## config.mk

```make
export PLATFORM = sky130hd
export DESIGN_NAME = cdenc_parity
export DESIGN_NICKNAME = d
export VERILOG_FILES = /design/src/cdenc_pkg.sv /design/src/cdenc_parity.sv
export SDC_FILE = /design/constraint.sdc
export NUM_CORES = 1
export LEC_CHECK = 0
export ABC_CLOCK_PERIOD_IN_PS = 5620
export BUFFER_PORTS_ARGS = -buffer_cell sky130_fd_sc_hd__buf_2
export CORE_MARGIN = 1.5
export CORE_UTILIZATION = 50
export CTS_CLUSTER_SIZE = 24
export DETAILED_ROUTE_END_ITERATION = 12
export PLACE_DENSITY = 0.76
export REMOVE_ABC_BUFFERS = 1
export SETUP_SLACK_MARGIN = 0.4
export SLEW_MARGIN = 20
export SYNTH_ARGS = -nofsm -noshare
export SYNTH_HDL_FRONTEND = slang
export SYNTH_SLANG_ARGS = --single-unit
```

## constraint.sdc

```tcl
create_clock -name clk -period 5.62 [get_ports clk]
set_input_delay 1.686 -clock clk [delete_from_list [all_inputs] [get_ports clk]]
set_output_delay 1.686 -clock clk [all_outputs]
set_load 0.03 [all_outputs]
```

## src/cdenc_pkg.sv

```systemverilog
// Shared types, constants and GF(256) helpers for the CD Mode 1 sector encoder.
package cdenc_pkg;

    localparam int STORE_DEPTH = 2052;   // sector bytes 12..2063
    localparam int OM_DEPTH    = 288;    // sector bytes 2064..2351
    localparam int IDX_W       = 12;
    localparam int OM_AW       = 9;
    localparam int ST_AW       = 12;

    localparam logic [IDX_W-1:0] OM_SPLIT   = 12'd2052;
    localparam logic [19:0]      MAX_FAD    = 20'd881999;
    localparam logic [20:0]      FAD_OFFSET = 21'd150;
    localparam logic [19:0]      COUNT_MAX  = 20'hFFFFF;
    localparam logic [63:0]      SYNC_WORD  = 64'hFFFF_FFFF_FFFF_FF00;
    localparam logic [6:0]       DIV_FRAMES = 7'd75;
    localparam logic [6:0]       DIV_SECS   = 7'd60;
    // Reciprocals rounded up: 2^27 / 75 and 2^26 / 60, exact for any 20-bit dividend.
    localparam logic [20:0]      RECIP_FRAMES = 21'd1789570;
    localparam logic [20:0]      RECIP_SECS   = 21'd1118482;

    localparam logic [6:0]       P_ROWS  = 7'd86;
    localparam logic [5:0]       P_COLS  = 6'd24;
    localparam logic [6:0]       P_STEP  = 7'd86;
    localparam logic [IDX_W:0]   P_SIZE  = 13'd2064;
    localparam logic [OM_AW-1:0] P_BASE  = 9'd12;
    localparam logic [6:0]       Q_ROWS  = 7'd52;
    localparam logic [5:0]       Q_COLS  = 6'd43;
    localparam logic [6:0]       Q_STEP  = 7'd88;
    localparam logic [IDX_W:0]   Q_SIZE  = 13'd2236;
    localparam logic [OM_AW-1:0] Q_BASE  = 9'd184;
    localparam logic [IDX_W-1:0] Q_STRIDE = 12'd86;
    localparam logic [7:0]       GF_INV3 = 8'hF4;

    typedef struct packed {
        logic             en;
        logic [IDX_W-1:0] idx;
    } par_rd_t;

    typedef struct packed {
        logic             en;
        logic [OM_AW-1:0] addr;
        logic [7:0]       data;
    } par_wr_t;

    typedef enum logic [3:0] {
        ST_IDLE,
        ST_DIV_FRAME,
        ST_DIV_MIN,
        ST_HDR,
        ST_DATA,
        ST_TAIL,
        ST_PAR_P,
        ST_PAR_Q,
        ST_OUT,
        ST_DRAIN
    } top_state_t;

    typedef enum logic [1:0] {
        PS_IDLE,
        PS_RUN,
        PS_ROWEND,
        PS_SECOND
    } par_state_t;

    function automatic logic [7:0] gf_dbl(input logic [7:0] x);
        return {x[6:0], 1'b0} ^ (x[7] ? 8'h1D : 8'h00);
    endfunction

    // Multiplication by the inverse of 3, i.e. division by 3 in the field.
    function automatic logic [7:0] gf_div3(input logic [7:0] x);
        logic [7:0] acc;
        logic [7:0] p;
        acc = 8'h00;
        p = x;
        for (int k = 0; k < 8; k++)
        begin
            if (GF_INV3[k])
                acc = acc ^ p;
            p = gf_dbl(p);
        end
        return acc;
    endfunction

    // Minutes of 100 and above are coded as 0xA0 plus the excess.
    function automatic logic [7:0] to_bcd(input logic [7:0] v);
        logic [3:0] tens;
        logic [7:0] rest;
        tens = 4'd0;
        if (v >= 8'd100)
            return v + 8'd60;
        for (int k = 1; k < 10; k++)
        begin
            if (v >= 8'(k * 10))
                tens = 4'(k);
        end
        rest = v - 8'(tens) * 8'd10;
        return {tens, rest[3:0]};
    endfunction

endpackage

```

## src/cdenc_parity.sv

```systemverilog
// P and Q parity engine: walks the product code one stored byte per cycle, pausing at each row end.
module cdenc_parity (
    input  logic                clk,
    input  logic                rst_n,
    input  logic                start,
    input  logic                sel_q,
    input  logic [7:0]          rd_data,
    output cdenc_pkg::par_rd_t  rd_req,
    output cdenc_pkg::par_wr_t  wr_req,
    output logic                done
);
    import cdenc_pkg::*;

    par_state_t       state_reg, state_next;
    logic             q_reg, q_next;
    logic [6:0]       row_reg, row_next;
    logic [5:0]       col_reg, col_next;
    logic [IDX_W-1:0] idx_reg, idx_next;
    logic [7:0]       a_reg, a_next;
    logic [7:0]       b_reg, b_next;
    logic             dv_reg, dv_next;
    logic             done_reg, done_next;

    logic [6:0]       rows;
    logic [5:0]       cols;
    logic [6:0]       step;
    logic [IDX_W:0]   size;
    logic [OM_AW-1:0] base;
    logic [IDX_W:0]   idx_sum;
    logic [IDX_W-1:0] idx_adv;
    logic [7:0]       a_acc, b_acc, fin;

    function automatic logic [IDX_W-1:0] row_start(input logic q, input logic [6:0] r);
        if (q)
            return IDX_W'(IDX_W'(r[6:1]) * Q_STRIDE) + IDX_W'(r[0]);
        return IDX_W'(r);
    endfunction

    always_ff @(posedge clk or negedge rst_n)
    begin
        if (!rst_n)
        begin
            state_reg <= PS_IDLE;
            dv_reg    <= 1'b0;
            done_reg  <= 1'b0;
        end
        else
        begin
            state_reg <= state_next;
            dv_reg    <= dv_next;
            done_reg  <= done_next;
        end
    end

    always_ff @(posedge clk)
    begin
        q_reg   <= q_next;
        row_reg <= row_next;
        col_reg <= col_next;
        idx_reg <= idx_next;
        a_reg   <= a_next;
        b_reg   <= b_next;
    end

    always_comb
    begin
        rows    = q_reg ? Q_ROWS : P_ROWS;
        cols    = q_reg ? Q_COLS : P_COLS;
        step    = q_reg ? Q_STEP : P_STEP;
        size    = q_reg ? Q_SIZE : P_SIZE;
        base    = q_reg ? Q_BASE : P_BASE;
        idx_sum = {1'b0, idx_reg} + (IDX_W+1)'(step);
        idx_adv = (idx_sum >= size) ? IDX_W'(idx_sum - size) : idx_sum[IDX_W-1:0];
        a_acc   = gf_dbl(a_reg ^ rd_data);
        b_acc   = b_reg ^ rd_data;
        fin     = gf_div3(gf_dbl(a_acc) ^ b_acc);

        state_next = state_reg;
        q_next     = q_reg;
        row_next   = row_reg;
        col_next   = col_reg;
        idx_next   = idx_reg;
        a_next     = a_reg;
        b_next     = b_reg;
        dv_next    = 1'b0;
        done_next  = 1'b0;
        rd_req     = '0;
        wr_req     = '0;

        unique case (state_reg)
            PS_IDLE:
            begin
                if (start)
                begin
                    q_next     = sel_q;
                    row_next   = 7'd0;
                    col_next   = 6'd0;
                    idx_next   = '0;
                    a_next     = 8'd0;
                    b_next     = 8'd0;
                    state_next = PS_RUN;
                end
            end
            PS_RUN:
            begin
                rd_req.en  = 1'b1;
                rd_req.idx = idx_reg;
                dv_next    = 1'b1;
                idx_next   = idx_adv;
                col_next   = col_reg + 6'd1;
                if (dv_reg)
                begin
                    a_next = a_acc;
                    b_next = b_acc;
                end
                if (col_reg == cols - 6'd1)
                    state_next = PS_ROWEND;
            end
            PS_ROWEND:
            begin
                // The last byte of the row arrives now and the first check byte is written; the second follows.
                wr_req.en   = 1'b1;
                wr_req.addr = base + OM_AW'(row_reg);
                wr_req.data = fin;
                a_next      = fin;
                b_next      = b_acc;
                state_next  = PS_SECOND;
            end
            PS_SECOND:
            begin
                wr_req.en   = 1'b1;
                wr_req.addr = base + OM_AW'(row_reg) + OM_AW'(rows);
                wr_req.data = a_reg ^ b_reg;
                if (row_reg == rows - 7'd1)
                begin
                    done_next  = 1'b1;
                    state_next = PS_IDLE;
                end
                else
                begin
                    row_next   = row_reg + 7'd1;
                    col_next   = 6'd0;
                    idx_next   = row_start(q_reg, row_reg + 7'd1);
                    a_next     = 8'd0;
                    b_next     = 8'd0;
                    state_next = PS_RUN;
                end
            end
            default:
            begin
                state_next = PS_IDLE;
            end
        endcase
    end

    assign done = done_reg;

endmodule

```

# Word level (Yosys, flattened, before mapping)
# Index checks and enable logic that the tools add are counted.
[classes] order_cmp=1 eq_ne=9 n_reduce_logical=8 mux=44 multipliers=1 bitwise=17 n_addsub=9
[ops] cell="$xor A8 B5 Y8" n=9
[ops] cell="$pmux W8 S4" n=2
[ops] cell="$xor A8 B8 Y8" n=8
[ops] cell="$mux W12" n=5
[ops] cell="$mux W8" n=6
[ops] cell="$mux W5" n=9
[ops] cell="$pmux W12 S3" n=1
[ops] cell="$pmux W18 S2" n=1
[ops] cell="$mux W7" n=3
[ops] cell="$mux W6" n=3
[ops] cell="$pmux W6 S3" n=1
[ops] cell="$pmux W7 S2" n=1
[ops] cell="$add A12 B7 Y13" n=1
[ops] cell="$ge A13 B12 Y1" n=1
[ops] cell="$mux W13" n=1
[ops] cell="$add A12 B1 Y12" n=1
[ops] cell="$sub A12 B12 Y12" n=1
[ops] cell="$mul A6 B6 Y11 const B" n=1
[ops] cell="$add A8 B7 Y9" n=1
[ops] cell="$add A9 B7 Y9" n=1
[ops] cell="$reduce_and A3 Y1" n=3
[ops] cell="$ne A2 B2 Y1 const B" n=4
[ops] cell="$pmux W2 S4" n=1
[ops] cell="$add A7 B1 Y7 const B" n=1
[ops] cell="other kinds (14)" n=23
[totals] register_bits=46 in_bits=12 out_inout_bits=32 word_cells=98

# Longest topological paths before layout
[depth] depth_word=22 mapped_depth=17 depth_no_buf=17

# Worst setup path before layout
# No wires, ideal clock.
[synth_path] kind="in2out" start="input port rd_data[7]" end="output port wr_req[7] (netlist bit)" setup_slack_ns=0.338 required_time_ns=3.934 stages=7 t_arrival_ns=3.596 n_path_buf=0 cell_sequence="xnor3_2 -> xor2_2 -> xnor2_2 -> xnor3_1 -> xnor2_1 -> nand2_1 -> o21ai_0"
[synth_rtl] element="from (decl)" line="cdenc_parity.sv:7" source="input logic [7:0] rd_data,"
[synth_rtl] element="to (decl)" line="cdenc_parity.sv:9" source="output cdenc_pkg::par_wr_t wr_req,"

==> key figures <==
Run status
  • Status: finished clean

Clock tree
  • Max Root-Sink Buffers: 2
  • Clock Sink Count: 46
  • CTS Hold Bufs: 0
  • Latest clock arrival within the worst-skew pair: 310 ps
  • # H-tree levels: 2
  • Clock tree root buffer cell: clkbuf_8
  • CTS tree: done
  • Total CTS buffers: 5
  • Reg clk slew, reported paths: 100 ps

Route
  • Initial drt markers: 148
  • Routed Antenna Nets: 0
  • DR vias: 3743
  • Post-Route WL: 11120 um
  • DRC violations left: 0
  • Drt via density: 5.732
  • Router iterations before antenna repair: 5
  • Wire per inst: 17.02 um

Die
  • Core box area: 8848 um2
  • Die height: 99.16 um
  • Starting density of the core: 0.5225
  • IO Pins: 44
  • Die ar.: 9833 um2
  • Die width: 99.16 um
  • Row Count: 34

Critical path
  • Crit path buffers/inverters: 3
  • Worst r2r dst: idx_reg[11]
  • Slowest CP cell: xnor3_2
  • Worst setup path class: input pin to primary output
  • CP Data Required Time: 3930 ps
  • Crit start category: input pin
  • Reg2Reg Setup Slack: 1350 ps
  • CP Cell Sequence: buf_8, xnor3_2, buf_6, xor2_4, xnor2_2, xnor3_2, xnor2_2, nand2_1, o21ai_1, buf_4
  • Worst r2r path cells: 15
  • Worst Setup SP: rd_data[7]
  • Worst flop-to-flop path startpoint: row_reg[0]
  • WP depth: 10
  • CP Data Arrival Time: 3780 ps
  • Worst-path fanout max: 3
  • CP Capture Type: primary output
  • Critical path's top delay family: XOR/XNOR gates
  • Crit path largest cell delay: 510 ps
  • Setup crit end: wr_req[7]

Synthesis
  • Compound-Gate Fraction of Synth Area: 0.1456
  • Leading post-synthesis cells by cell area: edfxtp_1, ha_1, xnor2_1
  • Largest family of logic cells by synthesized area: XOR/XNOR gates
  • Cell taking the most area after synthesis: edfxtp_1
  • Count of cell types in the netlist: 64
  • Syn. warnings: 0
  • XOR/XNOR Fraction of Synth Area: 0.1889
  • Top cells by count, synth: xnor2_1, ha_1, edfxtp_1, nand2_1, inv_1
  • Synth Cell Area: 4623 um2
  • Post-Synth Adder-Cell Area: 0.1575
  • Post-synthesis simple-gate area fraction: 0.1548
  • Share of the synthesized area in the top cell type: 0.2728
  • Sequential share of the synthesized area: 0.2945
  • Syn avg cell area: 9.572 um2
  • Most frequent cell after synthesis: xnor2_1
  • Post-synthesis mux area share: 0.01570
  • Post-synthesis async set-or-reset flop share: 0.08696
  • Post-synth top flop: edfxtp_1
  • EDFF count, synth: 42
  • FF+latch count, synth: 46
  • Cells after synthesis: 483

Global routing
  • Largest net degree at the start of global routing: 29
  • Initial antenna violation count: 0
  • Vias in the first global route: 3855
  • GRT Util Overall: 0.2307
  • First-pass GRT wire length: 18480 um
  • GRT Residual Overflow: 0

Timing
  • RSZ-0062 raised after global routing: true
  • Setup TNS: 0 ps
  • Final Setup Violations: 0
  • Max Slew Vio Count: 0
  • Slew @ Worst Pin: 933.9 ps
  • Final Hold Viols: 0
  • Final min period: 5470 ps
  • FMAX: 182.8 MHz
  • Fin crit share: 0.9734
  • Worst Clk Skew: 12.47 ps
  • Worst slew margin: 0.3774

Layout
  • Post-Layout Cell Count: 653
  • Max reg flops: 12
  • Fillers: 716
  • Area delta synth->final: 16.18%
  • # diodes: 0
  • Share of layout cells above drive strength 1: 0.1945
  • Nets: 610

Placed design
  • Port Buffer Count: 43
  • Post-DP HPWL: 7762 um
  • Placed insts: 624
  • GPL Wtd Cong: 0.8728

Job
  • Max-cap viol count: 0

Worst hold path
  • Worst Min Path Start: state_reg[0]
  • Worst hold path class: flip-flop to flip-flop
==> placed cells by master (no fill, tap or decap), drive strengths merged, types with 3 or more instances in the layout <==
cell and count:
buf 68, xnor2 57, ha 47, edfxtp 42, nand2 40, inv 37, nor2 27, o21ai 26
xor2 25, and2 22, a21oi 18, nand3 13, o211ai 7, fa 7, o22ai 7, nor2b 6
nor3 6, o21a 5, a21o 5, mux2i 5, clkbuf 5, and3 5, a21boi 5, o31ai 5
nand2b 4, dfrtp 4, a31oi 4, o21bai 3, or3 3, nand4 3, xnor3 3, xor3 3
nor4 3
==> per-stage QoR <==
stage	hold WS [ps]	setup WS, ps	area, um2	util
CTS	566.3	228.4	5265	0.5950
floorplan	505.5	321.3	4563	-
global placement	541.0	89.41	4943	0.5587
global route	605.3	118.1	5371	0.6070
finish	574.8	149.5	5371	0.6070
detailed placement	552.2	22.13	4943	0.5587
==> timing repair <==
action / CTS / global route
buffers inserted: 14 / 7
resized for setup: 24 / 15
pin swaps: 11 / 5
endpoints found under the setup margin: 5 / 8
==> per-layer routing <==
metal  wire length (um)  vias to the layer above  GRT usage
li1                   -                     1817          -
met1               5036                     1800     0.3142
met2               5444                      107     0.3878
met3                432                       19    0.02530
met4                201                        0    0.07584
met5                  0                        -          0
==> worst min-delay path by stage <==
stage,endpoint,cells past startpoint
3_5_place_dp,state_reg[0],1
6_report,state_reg[0],1
3_3_place_gp,state_reg[0],1
2_1_floorplan,state_reg[0],1
5_1_grt,state_reg[0],1
4_1_cts,state_reg[0],1
==> cell families after synthesis <==
| logic type | Yosys count |
|---|---|
| flops | 46 |
| xor+xnor | 88 |
| mux | 7 |
| fa+ha+maj | 54 |
| compound gates | 97 |
| simple gates | 140 |
| buf+inv | 51 |
==> final cells by class <==
class	count	area (um2)	area share
Clock buffer	5	68.82	0.01281
Clock inverter	3	25.02	0.004659
Inverter	37	141.4	0.02632
Multi-Input combinational cell	386	3182	0.5924
Sequential cell	46	1361	0.2534
Tap cell	108	135.1	0.02516
Timing Repair Buffer	68	457.9	0.08526
Power is not shown: default switching activity piles up to over one toggle a cycle in this logic, so the estimate is an artifact.
