### src/cdenc_pkg.sv
// Shared types, constants and GF(256) helpers for the CD Mode 1 sector encoder.
package cdenc_pkg;

    localparam int STORE_DEPTH = 2052;   // sector bytes 12..2063
    localparam int OM_DEPTH    = 288;    // sector bytes 2064..2351
    localparam int IDX_W       = 12;
    localparam int OM_AW       = 9;
    localparam int ST_AW       = 12;

    localparam logic [IDX_W-1:0] OM_SPLIT   = 12'd2052;
    localparam logic [19:0]      MAX_FAD    = 20'd881999;
    localparam logic [20:0]      FAD_OFFSET = 21'd150;
    localparam logic [19:0]      COUNT_MAX  = 20'hFFFFF;
    localparam logic [63:0]      SYNC_WORD  = 64'hFFFF_FFFF_FFFF_FF00;
    localparam logic [6:0]       DIV_FRAMES = 7'd75;
    localparam logic [6:0]       DIV_SECS   = 7'd60;
    // Reciprocals rounded up: 2^27 / 75 and 2^26 / 60, exact for any 20-bit dividend.
    localparam logic [20:0]      RECIP_FRAMES = 21'd1789570;
    localparam logic [20:0]      RECIP_SECS   = 21'd1118482;

    localparam logic [6:0]       P_ROWS  = 7'd86;
    localparam logic [5:0]       P_COLS  = 6'd24;
    localparam logic [6:0]       P_STEP  = 7'd86;
    localparam logic [IDX_W:0]   P_SIZE  = 13'd2064;
    localparam logic [OM_AW-1:0] P_BASE  = 9'd12;
    localparam logic [6:0]       Q_ROWS  = 7'd52;
    localparam logic [5:0]       Q_COLS  = 6'd43;
    localparam logic [6:0]       Q_STEP  = 7'd88;
    localparam logic [IDX_W:0]   Q_SIZE  = 13'd2236;
    localparam logic [OM_AW-1:0] Q_BASE  = 9'd184;
    localparam logic [IDX_W-1:0] Q_STRIDE = 12'd86;
    localparam logic [7:0]       GF_INV3 = 8'hF4;

    typedef struct packed {
        logic             en;
        logic [IDX_W-1:0] idx;
    } par_rd_t;

    typedef struct packed {
        logic             en;
        logic [OM_AW-1:0] addr;
        logic [7:0]       data;
    } par_wr_t;

    typedef enum logic [3:0] {
        ST_IDLE,
        ST_DIV_FRAME,
        ST_DIV_MIN,
        ST_HDR,
        ST_DATA,
        ST_TAIL,
        ST_PAR_P,
        ST_PAR_Q,
        ST_OUT,
        ST_DRAIN
    } top_state_t;

    typedef enum logic [1:0] {
        PS_IDLE,
        PS_RUN,
        PS_ROWEND,
        PS_SECOND
    } par_state_t;

    function automatic logic [7:0] gf_dbl(input logic [7:0] x);
        return {x[6:0], 1'b0} ^ (x[7] ? 8'h1D : 8'h00);
    endfunction

    // Multiplication by the inverse of 3, i.e. division by 3 in the field.
    function automatic logic [7:0] gf_div3(input logic [7:0] x);
        logic [7:0] acc;
        logic [7:0] p;
        acc = 8'h00;
        p = x;
        for (int k = 0; k < 8; k++)
        begin
            if (GF_INV3[k])
                acc = acc ^ p;
            p = gf_dbl(p);
        end
        return acc;
    endfunction

    // Minutes of 100 and above are coded as 0xA0 plus the excess.
    function automatic logic [7:0] to_bcd(input logic [7:0] v);
        logic [3:0] tens;
        logic [7:0] rest;
        tens = 4'd0;
        if (v >= 8'd100)
            return v + 8'd60;
        for (int k = 1; k < 10; k++)
        begin
            if (v >= 8'(k * 10))
                tens = 4'(k);
        end
        rest = v - 8'(tens) * 8'd10;
        return {tens, rest[3:0]};
    endfunction

endpackage

### src/cdenc_edc.sv
// Byte-wide reflected 32-bit CRC accumulator for the sector EDC field.
module cdenc_edc (
    input  logic        clk,
    input  logic        rst_n,
    input  logic        en,
    input  logic        clear,
    input  logic [7:0]  data,
    output logic [31:0] crc
);
    import cdenc_pkg::*;

    logic [31:0] crc_reg, crc_next;

    function automatic logic [31:0] edc_byte(input logic [31:0] c, input logic [7:0] b);
        logic [31:0] r;
        r = c ^ {24'd0, b};
        for (int k = 0; k < 8; k++)
            r = {1'b0, r[31:1]} ^ (r[0] ? 32'hD801_8001 : 32'h0);
        return r;
    endfunction

    always_ff @(posedge clk or negedge rst_n)
    begin
        if (!rst_n)
            crc_reg <= 32'd0;
        else
            crc_reg <= crc_next;
    end

    always_comb
    begin
        crc_next = crc_reg;
        if (en)
            crc_next = edc_byte(clear ? 32'd0 : crc_reg, data);
    end

    assign crc = crc_reg;

endmodule

### config.mk
export PLATFORM = sky130hd
export DESIGN_NAME = cdenc_edc
export DESIGN_NICKNAME = d
export VERILOG_FILES = /design/src/cdenc_pkg.sv /design/src/cdenc_edc.sv
export SDC_FILE = /design/constraint.sdc
export NUM_CORES = 1
export LEC_CHECK = 0
export ABC_AREA = 1
export BUFFER_PORTS_ARGS = -buffer_cell sky130_fd_sc_hd__buf_2
export CAP_MARGIN = 5
export CORE_MARGIN = 8
export CORE_UTILIZATION = 53
export DETAILED_ROUTE_END_ITERATION = 10
export PLACE_DENSITY = 0.79
export REMOVE_ABC_BUFFERS = 1
export SLEW_MARGIN = 40
export SYNTH_ARGS = -nofsm -noshare
export SYNTH_HDL_FRONTEND = slang
export SYNTH_SLANG_ARGS = --single-unit
### constraint.sdc
create_clock -name clk -period 1.6 [get_ports clk]
set_clock_uncertainty 0.1 [all_clocks]
set_input_delay 0.16 -clock clk [delete_from_list [all_inputs] [get_ports clk]]
set_output_delay 0.16 -clock clk [all_outputs]
set_load 0.02 [all_outputs]
## Yosys cells after proc, flatten, opt, wreduce, memory -nomap -nowiden

Index checks and enable logic that the tools add are counted.

- Register bits after elaboration: 32
- Input port bits: 12
- Word-level logic and storage cells: 19

- Mux-type cells: 9
- Bitwise gates (word level): 9

Operator list:

| cell | number |
|---|---|
| two-way mux 32 bit | 9 |
| XOR 31 x 32 -> 32 bit | 8 |
| XOR 32 x 8 -> 32 bit | 1 |

## Longest topological paths before layout

Gate-level depths: netlist of the first run.

- Depth in word-level cells: 18
- Gate-level depth with buffers: 15

## Worst setup path after synthesis of the first run

OpenSTA, ideal clock, no wires.

- Path kind: register to register
- From: register crc_reg[3], in the netlist crc[3]
- To: register crc_reg[0], in the netlist crc[0]
- Library setup time: 0.117 ns
- Arrival time: 1.269 ns
- Data required time: 1.383 ns
- Setup slack: 0.114 ns
- Cell stages (with the launch flop): 12
- Clock period less this slack: 1.486 ns
- Cells stage by stage: dfrtp_1 nand2_2 nand2_2 nand2_4 nor2_2 inv_1 nand2_1 nand2_2 nand3_2 nand3_4 nand2_1 nand2_1

- Word-level cells in the longest chain between the ends: 15

Ends and longest elaborated chain:

| item | line | RTL |
|---|---|---|
| start, declared | cdenc_edc.sv:12 | `logic [31:0] crc_reg, crc_next;` |
| start signal, assigned | cdenc_edc.sv:27 | `crc_reg <= crc_next;` |
| two-way mux 32 bit | cdenc_edc.sv:34 | `crc_next = edc_byte(clear ? 32'd0 : crc_reg, data);` |
| XOR 32 x 8 -> 32 bit | cdenc_edc.sv:16 | `r = c ^ {24'd0, b};` |
| XOR 31 x 32 -> 32 bit (3 in a row) | cdenc_edc.sv:18 | `r = {1'b0, r[31:1]} ^ (r[0] ? 32'hD801_8001 : 32'h0);` |
| two-way mux 32 bit | cdenc_edc.sv:18 |  |
| XOR 31 x 32 -> 32 bit | cdenc_edc.sv:18 |  |
| two-way mux 32 bit | cdenc_edc.sv:18 |  |
| XOR 31 x 32 -> 32 bit | cdenc_edc.sv:18 |  |
| two-way mux 32 bit | cdenc_edc.sv:18 |  |
| XOR 31 x 32 -> 32 bit | cdenc_edc.sv:18 |  |
| two-way mux 32 bit | cdenc_edc.sv:18 |  |
| XOR 31 x 32 -> 32 bit | cdenc_edc.sv:18 |  |
| two-way mux 32 bit | cdenc_edc.sv:18 |  |
| XOR 31 x 32 -> 32 bit | cdenc_edc.sv:18 |  |

Every way passes these cells.
A chain may end at the register's enable or synchronous reset.

## Worst setup path in the final report of the first run

- From: register crc_reg[5], in the netlist crc[5]
- To: register crc_reg[0], in the netlist crc[0]

- Word-level cells in the longest chain between the ends: 13

Ends and longest elaborated chain:

| item | line |
|---|---|
| two-way mux 32 bit | cdenc_edc.sv:34 |
| XOR 32 x 8 -> 32 bit | cdenc_edc.sv:16 |
| XOR 31 x 32 -> 32 bit (5 in a row) | cdenc_edc.sv:18 |
| two-way mux 32 bit | cdenc_edc.sv:18 |
| XOR 31 x 32 -> 32 bit | cdenc_edc.sv:18 |
| two-way mux 32 bit | cdenc_edc.sv:18 |
| XOR 31 x 32 -> 32 bit | cdenc_edc.sv:18 |
| two-way mux 32 bit | cdenc_edc.sv:18 |
| XOR 31 x 32 -> 32 bit | cdenc_edc.sv:18 |

Every way passes these cells.

==> summary.md, run 1 <==
| Metric | Value |
|---|---|
| Peak VDD IR | `0.641 mV` |
| Vias in the first global route | `1668` |
| Die Wd | `76.0 um` |
| Via-per-instance ratio | `4.97` |
| Endpoint class of the critical path | `register` |
| Port buffer count | `43` |
| Top cells by area, synth | `dfrtp_1 (42%), nand2_1 (15%), o21ai_0 (6.3%)` |
| Run status | `finished, final reports clean` |
| CTS root buffer | `clkbuf_4` |
| DRT Wirelength | `4.33 mm` |
| CP required | `1740 ps` |
| Clock Path Buffers | `2` |
| Sink Count | `32` |
| Die H | `76.0 um` |
| Tcrit/Tclk final | `0.973` |
| Post-layout min period | `1560 ps` |
| Total grt overflow | `0` |
| Final WS setup | `44.0 ps` |
| Max reg flops | `32` |
| Initial Util | `0.562` |
| Synth Instances | `236` |
| Pwr Density | `1080 nW/um^2` |
| ANT nets after route | `0` |
| Placer Congestion | `0.801` |
| WL/cell | `12.7 um` |
| Initial antenna violation count | `0` |
| Most frequent cells in the layout | `nand2_1 (67), buf_2 (43), dfrtp_1 (31), nand2_2 (25), o21ai_0 (24)` |
| Commonest non-fill, non-tap cell in the layout | `nand2_1` |
| HP Class | `input pin to register` |
| Max-slew violations | `0` |
| Yosys top cell area share | `0.420` |
| NumNets Final | `305` |
| Placed inst area | `2240 sq um` |
| GRT Overall Usage | `0.154` |
| P_leak | `1.26 nW` |
| Core area | `3390 sq um` |
| Clk_lat worst skew | `340 ps` |
| Die area | `5770 sq um` |
| FF+latch count, synth | `32` |
| Min-Delay Path Depth | `5` |
| Finished Layout Cells | `340` |
| # IOs | `44` |
| Antenna Cells | `0` |
| CP cell instances | `nand2_2, nand2_2, nand2_4, nor2_4, inv_1, nand2_1, nand2_2, nand2_2, nand2_4, nand3_4, nand2_1, nand2_1` |
| Sequential share of the synthesized area | `0.420` |
| Max-cap viol count | `0` |
| CTS Buf Count | `5` |
| First-pass GRT wire length | `7.46 mm` |
| Final hold violations | `0` |
| Starting DRT DRC Count | `124` |
| Row count | `21` |
| CP max FO | `6` |
| R2R depth | `12` |
| Max_slew headroom | `0.860` |
| # fillers | `265` |
| Worst Setup Start Kind | `register` |
| Worst path slowest cell | `dfrtp_1` |
| RSZ-0062 raised after global routing | `true` |
| H-tree level count | `2` |
| Crit path DAT | `1690 ps` |
| Worst-path clk slew | `100 ps` |
| Place WS | `-3.70 ps` |
| Syn-to-layout area delta | `26.7%` |
| Finish-stage setup viols | `0` |
| Max stage delay on crit path | `450 ps` |
| Placed cell count | `324` |
| Share of post-route cells with drive strength above 1 | `0.415` |
| CP most frequent cell | `nand2_2` |
| Final instance area | `2410 sq um` |
| Cell area after synthesis | `1910 sq um` |
| Largest net degree at the start of global routing | `51` |
| Fmax | `643 MHz` |
| CTS tree | `yes` |
| Vias | `1691` |
| Distinct cells, synth | `21` |
| Crit Path Class | `register to register` |
| Ys Warns | `0` |
| Syn avg cell area | `8.07 sq um` |
| Initial DRT Pass Iterations | `4` |
| Worst-Margin Slew | `208 ps` |
| Drc violations | `0` |
| Pwr Total | `0.00262 W` |
| HPWL Detailed | `3.14 mm` |
| Largest area contributor in the netlist | `dfrtp_1` |
-- logic make-up after synthesis --
| group | after synthesis | share of synthesized area |
|---|---|---|
| buffers and inverters | 30 | 0.0696 |
| flip-flops | 32 | 0.420 |
| XOR/XNOR | 17 | 0.0821 |
| AO/OA/AOI/OAI | 24 | 0.0630 |
| AND/OR/NAND/NOR | 133 | 0.365 |
-- per-layer routing --
metal	share of wire	up-vias	GRT usage
li1	-	856	-
met1	0.45	785	0.182
met2	0.47	43	0.240
met3	0.066	7	0.0649
met4	0.013	0	0.0627
met5	0	-	0
-- worst paths after layout --
path | from | end | slack (ps)
max | crc[5]$_DFFE_PN0P_ | crc[0]$_DFFE_PN0P_ | 40
max in group asynchronous | rst_n | crc[6]$_DFFE_PN0P_ | 1030
min | clear | crc[7]$_DFFE_PN0P_ | 150
max reg2reg | crc[5]$_DFFE_PN0P_ | crc[0]$_DFFE_PN0P_ | 40
min in group asynchronous | rst_n | crc[24]$_DFFE_PN0P_ | 190
min reg2reg | crc[31]$_DFFE_PN0P_ | crc[31]$_DFFE_PN0P_ | 410
-- per-stage QoR --
step	setup TNS [ps]	hold WS (ps)	util
2_1_floorplan	0	-236	-
3_3_place_gp	0	25.7	0.661
3_5_place_dp	-3.70	29.3	0.661
4_1_cts	0	126	0.683
5_1_grt	-264	147	0.712
6_report	0	154	0.712
-- Yosys cell counts, drive strengths merged --
cell / n
buf: 6
clkbuf: 5
dfrtp: 32
inv: 19
nand2: 102
nand3: 23
nand4: 3
nor2: 5
o21ai: 24
xnor2: 10
xor2: 7
-- report_power, final --
part | internal (W) | leakage, nW | switching, W | total, W
clock | 0.000209 | 0.0380 | 0.000294 | 0.000503
combinational | 0.000390 | 0.820 | 0.000633 | 0.00102
sequential | 0.000960 | 0.398 | 0.000130 | 0.00109
total | 0.00156 | 1.26 | 0.00106 | 0.00262
-- worst max-delay path: cells and delay by family, from the launching register on --
family        cells  cell delay [ps]
simple gates     11              840
buf+inv           1               60
flops             1              450
-- cell type report --
class	count	area (sq um)	share of cell area
Tap cell	46	57.6	0.0238
Clock inverter	2	10.0	0.00415
Timing Repair Buffer	61	403	0.167
Clock buffer	6	51.3	0.0212
Sequential cell	32	802	0.332
Inverter	19	71.3	0.0295
Multi-Input combinational cell	174	1020	0.422
-- repair_timing --
action | CTS | global route
hold endpoints to repair | 32 | 0
hold buffers | 1 | 0
setup endpoints to repair | 0 | 4
buffers inserted | 0 | 7
gates resized for setup | 0 | 16
Note: power is estimated with default switching activity, not from simulation.
==> inputs of run 2 (changes only) <==
==> constraint.sdc (replaced) <==
create_clock -name clk -period 1.6 [get_ports clk]
set_clock_uncertainty 0.1 [all_clocks]
set_input_delay 0.32 -clock clk [delete_from_list [all_inputs] [get_ports clk]]
set_output_delay 0.32 -clock clk [all_outputs]
set_load 0.02 [all_outputs]
==> run 2 against run 1 <==
- wire length grew 2.8%
- critical path depth is the same
- sequential cell count is the same
- setup slack gained 4.8 ps
- sequential share of layout area grew 0.16 points
- clock power grew 4%
- maximum frequency grew 0.31%
- power grew 1.2%
- critical endpoint unchanged
- via count grew 3.3%
- non-clock buffer count grew 3
==> summary.md, run 2 (same netlist as run 1, synthesis figures left out) <==
| Metric | Value |
|---|---|
| ANT nets after route | `0` |
| Worst Setup Start Kind | `register` |
| Drc violations | `0` |
| Finish-stage setup viols | `0` |
| WL/cell | `13.0 um` |
| RSZ-0062 raised after global routing | `true` |
| Largest net degree at the start of global routing | `51` |
| Placer Congestion | `0.828` |
| Initial DRT Pass Iterations | `4` |
| CP required | `1730 ps` |
| Most frequent cells in the layout | `nand2_1 (70), buf_2 (43), dfrtp_1 (30), nand2_2 (24), o21ai_0 (24)` |
| Clk_lat worst skew | `340 ps` |
| Fmax | `645 MHz` |
| Fin Hold WS | `313 ps` |
| CP cell instances | `nand2_1, nand2_1, nand2_2, nand2_1, nand2_1, nand2_1, nand2_2, inv_2, nand2_4, nand3_4, nand2_2, nand2_2` |
| HPWL Detailed | `3.34 mm` |
| HP Class | `input pin to register` |
| Die Wd | `76.0 um` |
| Row count | `21` |
| Run status | `finished, final reports clean` |
| Max-cap viol count | `0` |
| CP most frequent cell | `nand2_1` |
| Worst path slowest cell | `dfrtp_2` |
| Worst reg2reg setup slack | `50 ps` |
| P_leak | `1.26 nW` |
| CTS tree | `yes` |
| First-pass GRT wire length | `7.72 mm` |
| Final hold violations | `0` |
| DRT Wirelength | `4.45 mm` |
| Post-layout min period | `1550 ps` |
| Crit Path Class | `register to register` |
| Starting DRT DRC Count | `125` |
| Crit path buffers/inverters | `1` |
| Pwr Density | `1100 nW/um^2` |
| Antenna Cells | `0` |
| Core area | `3390 sq um` |
| Area of the multi-input gates | `995 sq um` |
| Max-slew violations | `0` |
| Commonest non-fill, non-tap cell in the layout | `nand2_1` |
| Die H | `76.0 um` |
| CTS root buffer | `clkbuf_4` |
| Peak VDD IR | `0.764 mV` |
| Place WS | `-159 ps` |
| Reg area | `803 sq um` |
| Port buffer count | `43` |
| Via-per-instance ratio | `5.11` |
| Final WS setup | `48.7 ps` |
| Share of post-route cells with drive strength above 1 | `0.405` |
| # IOs | `44` |
| H-tree level count | `2` |
| Die area | `5770 sq um` |
| GRT Overall Usage | `0.158` |
| Pwr Total | `0.00265 W` |
| Vias in the first global route | `1713` |
| Clock Path Buffers | `2` |
| Cell family with most CP delay | `simple AND/OR/NAND/NOR gates` |
| Sink Count | `32` |
| Tcrit/Tclk final | `0.970` |
| CTS Buf Count | `5` |
| CP max FO | `5` |
| Max stage delay on crit path | `450 ps` |
| Crit path DAT | `1680 ps` |
| Vias | `1747` |
| Syn-to-layout area delta | `26.3%` |
| Max_slew headroom | `0.741` |
| Endpoint class of the critical path | `register` |
| Worst-Margin Slew | `388 ps` |
| Initial Util | `0.562` |
| Total grt overflow | `0` |
| Worst-path clk slew | `100 ps` |
| # fillers | `282` |
| Setup Fix Bufs, Post-CTS | `0` |
| Initial antenna violation count | `0` |
| NumNets Final | `308` |
| Max reg flops | `32` |
run 2: cell types whose count changed in the layout (fill, tap and decap cells not counted), moves of 2 or more:
cell / before / now
buf_4: 13 / 17
clkinv_2: 2 / 0
inv_2: 6 / 4
nand2_1: 67 / 70
nand2_4: 10 / 8
run 2: metal layers:
layer / up-vias / part of all wire / track usage
li1: 859 / - / -
met4: 0 / 0.014 / 0.0549
met2: 51 / 0.47 / 0.244
met1: 830 / 0.45 / 0.195
met3: 7 / 0.069 / 0.0578
met5: - / 0 / 0
run 2: what timing repair did:
item	in CTS	in global routing
endpoints found under the hold margin	14	0
gates resized for setup	0	10
endpoints found under the setup margin	0	4
hold buffers	1	0
run 2: area by class of cell:
cell class / count / area share
Multi-Input combinational cell: 174 / 0.413
Sequential cell: 32 / 0.334
Timing Repair Buffer: 64 / 0.172
Inverter: 19 / 0.0307
Clock buffer: 7 / 0.0270
Tap cell: 46 / 0.0239
run 2: worst min-delay path, stage by stage:
cell and delay (ps):
buf_2 90, inv_2 50, buf_12 150, nand3_1 70, nand2_1 40
run 2: final timing paths:
path	startpoint	endpoint	depth (start not counted)
worst max-delay path	crc[0]$_DFFE_PN0P_	crc[0]$_DFFE_PN0P_	12
min in group asynchronous	rst_n	crc[30]$_DFFE_PN0P_	2
max in group asynchronous	rst_n	crc[0]$_DFFE_PN0P_	3
worst min-delay path	clear	crc[4]$_DFFE_PN0P_	5
worst max register to register	crc[0]$_DFFE_PN0P_	crc[0]$_DFFE_PN0P_	12
worst min register to register	crc[20]$_DFFE_PN0P_	crc[20]$_DFFE_PN0P_	2
run 2: metrics by stage:
step	cells	cell area (sq um)	util	setup TNS, ps
after floorplan	225	1840	-	-572
after global placement	334	2300	0.680	-323
after detailed placement	334	2300	0.680	-634
after CTS	342	2380	0.702	0
after global routing	342	2410	0.710	-155
final	342	2410	0.710	0
run 2: report_power, final:
part           internal, W  leakage, nW  switching (W)  total, W
Clock             0.000249       0.0374       0.000273  0.000522
Sequential        0.000963        0.396       0.000138   0.00110
Combinational     0.000390        0.823       0.000635   0.00102
Total              0.00160         1.26        0.00105   0.00265
==> inputs of run 3 (changes only) <==
Settings changed: CELL_PAD_IN_SITES_DETAIL_PLACEMENT from default to 0, CELL_PAD_IN_SITES_GLOBAL_PLACEMENT from default to 1, CORE_UTILIZATION 53 to 39, PLACE_DENSITY 0.79 to default, PLACE_DENSITY_LB_ADDON from default to 0.1.
==> run 3 against run 2 <==
- first-iteration DRC count shrank 40%
- wire length grew 3.1%
- maximum frequency grew 4.2%
- die area grew 28%
- largest power group unchanged
- highest routed layer unchanged
==> summary.md, run 3 (same netlist as run 1, synthesis figures left out) <==
| Metric | Value |
|---|---|
| Peak VDD IR | `0.536 mV` |
| Sw frac | `0.376` |
| Initial Util | `0.403` |
| Sink Count | `32` |
| Antenna Cells | `0` |
| # IOs | `44` |
| HP Class | `input pin to asynchronous set/reset pin` |
| Clock Path Buffers | `2` |
| # fillers | `462` |
| CTS root buffer | `clkbuf_8` |
| Vias | `1663` |
| P_leak | `1.30 nW` |
| Crit Path Class | `register to register` |
| DRT Wirelength | `4.59 mm` |
| Port buffer count | `43` |
| Run status | `finished, final reports clean` |
| Worst R2R Start | `crc[3]$_DFFE_PN0P_` |
| Pwr Density | `1120 nW/um^2` |
| Die H | `85.9 um` |
| Net Sw Power | `0.00106 W` |
| Largest net degree at the start of global routing | `26` |
| Final WS setup | `111 ps` |
| WL/cell | `12.4 um` |
| Initial antenna violation count | `0` |
| NumNets Final | `314` |
| Clk_lat worst skew | `280 ps` |
| Placer Congestion | `0.821` |
| Pwr Total | `0.00282 W` |
| Die area | `7380 sq um` |
| Final hold violations | `0` |
| Logic pwr share | `0.370` |
| CP max FO | `4` |
| Initial DRT Pass Iterations | `6` |
| HPWL Detailed | `3.51 mm` |
| Core area | `4720 sq um` |
| Post-layout min period | `1490 ps` |
| RSZ-0062 raised after global routing | `true` |
| Seq pwr share | `0.387` |
| Worst-Margin Slew | `389 ps` |
| CTS tree | `yes` |
| Reg2Reg Capture Point | `crc[0]$_DFFE_PN0P_` |
| Worst reg2reg setup slack | `110 ps` |
| Place WS | `-132 ps` |
| ANT nets after route | `0` |
| Die Wd | `85.9 um` |
| Share of post-route cells with drive strength above 1 | `0.414` |
| R2R depth | `12` |
| Row count | `25` |
| GRT Overall Usage | `0.132` |
| Finish-stage setup viols | `0` |
| Fmax | `672 MHz` |
| Max-slew violations | `0` |
| CTS Buf Count | `5` |
| Tcrit/Tclk final | `0.930` |
| Clock group share of total power | `0.243` |
| Starting DRT DRC Count | `75` |
| Commonest non-fill, non-tap cell in the layout | `nand2_1` |
| Fin Hold WS | `384 ps` |
| Max_slew headroom | `0.741` |
| First-pass GRT wire length | `7.62 mm` |
| Via-per-instance ratio | `4.51` |
| Util after Layout | `0.531` |
| Crit path DAT | `1560 ps` |
| Worst Setup Start Kind | `register` |
| H-tree level count | `2` |
| Most frequent cells in the layout | `nand2_1 (72), buf_2 (43), dfrtp_1 (31), o21ai_0 (24), buf_4 (23)` |
| Max reg flops | `32` |
| Total grt overflow | `0` |
| Endpoint class of the critical path | `register` |
| Syn-to-layout area delta | `31.6%` |
| CP required | `1670 ps` |
| Max-cap viol count | `0` |
| Vias in the first global route | `1587` |
| Internal power | `0.00176 W` |
| Drc violations | `0` |
| Worst-path clk slew | `70 ps` |
==> run 3: cell count changes in the layout (fill, tap and decap cells not counted), sizes merged <==
cell / change
buf: +6
==> run 3: routing by layer <==
layer  vias to the layer above  global-route usage  part of all wire
met3                         7              0.0449             0.055
li1                        866                   -                 -
met4                         0              0.0478             0.014
met5                         -                   0                 0
met1                       754               0.156              0.45
met2                        36               0.217              0.48
==> run 3: worst max-delay path, cell delays in order (launching register included) <==
cell	delay, ps
dfrtp_1	430
nand2_2	80
nand2_2	60
nand2_4	100
nand2_2	70
inv_2	50
nor2_2	30
nand2_2	90
nand2_2	70
nand2_4	90
nand3_4	90
nand2_2	70
nand2_1	40
==> run 3: how the worst max path moves through the flow <==
stage	endpoint	start	cells past startpoint	slack (ps)
2_1_floorplan	crc[0]$_DFFE_PN0P_	clear	12	-150
3_3_place_gp	crc[0]$_DFFE_PN0P_	clear	14	-110
3_5_place_dp	crc[0]$_DFFE_PN0P_	clear	16	-130
4_1_cts	crc[0]$_DFFE_PN0P_	crc[0]$_DFFE_PN0P_	12	110
5_1_grt	crc[16]$_DFFE_PN0P_	crc[4]$_DFFE_PN0P_	13	-3
6_report	crc[0]$_DFFE_PN0P_	crc[3]$_DFFE_PN0P_	12	110
==> run 3: power by group through the flow <==
| stage | Combinational [W] | Clock, W | Sequential (W) |
|---|---|---|---|
| floorplan | 0.000439 | 0 | 0.00128 |
| global placement | 0.00100 | 0 | 0.00111 |
| detailed placement | 0.00101 | 0 | 0.00111 |
| CTS | 0.00101 | 0.000711 | 0.00110 |
| global route | 0.00115 | 0.000741 | 0.00112 |
| finish | 0.00104 | 0.000685 | 0.00109 |
==> run 3: per-stage QoR <==
stage               TNS [ps]  cell area, sq um  std cells
floorplan               -572              1840        225
global placement        -451              2350        358
detailed placement      -540              2350        358
CTS                        0              2460        366
global route           -4.99              2510        369
finish                     0              2510        369
==> run 3: repair_timing <==
| item | CTS | global route |
|---|---|---|
| buffers inserted | 0 | 3 |
| endpoints found under the hold margin | 14 | 0 |
| endpoints found under the setup margin | 0 | 3 |
| resized for setup | 0 | 9 |
| hold buffers | 1 | 0 |
==> run 3: layout make-up <==
class,instances,area (sq um),share of cell area
clock buffers,7,96.3,0.0384
repair buffers,70,458,0.183
multi-input cells,174,997,0.398
inverters,19,71.3,0.0284
flip-flops and latches,32,802,0.320
well taps,67,83.8,0.0334
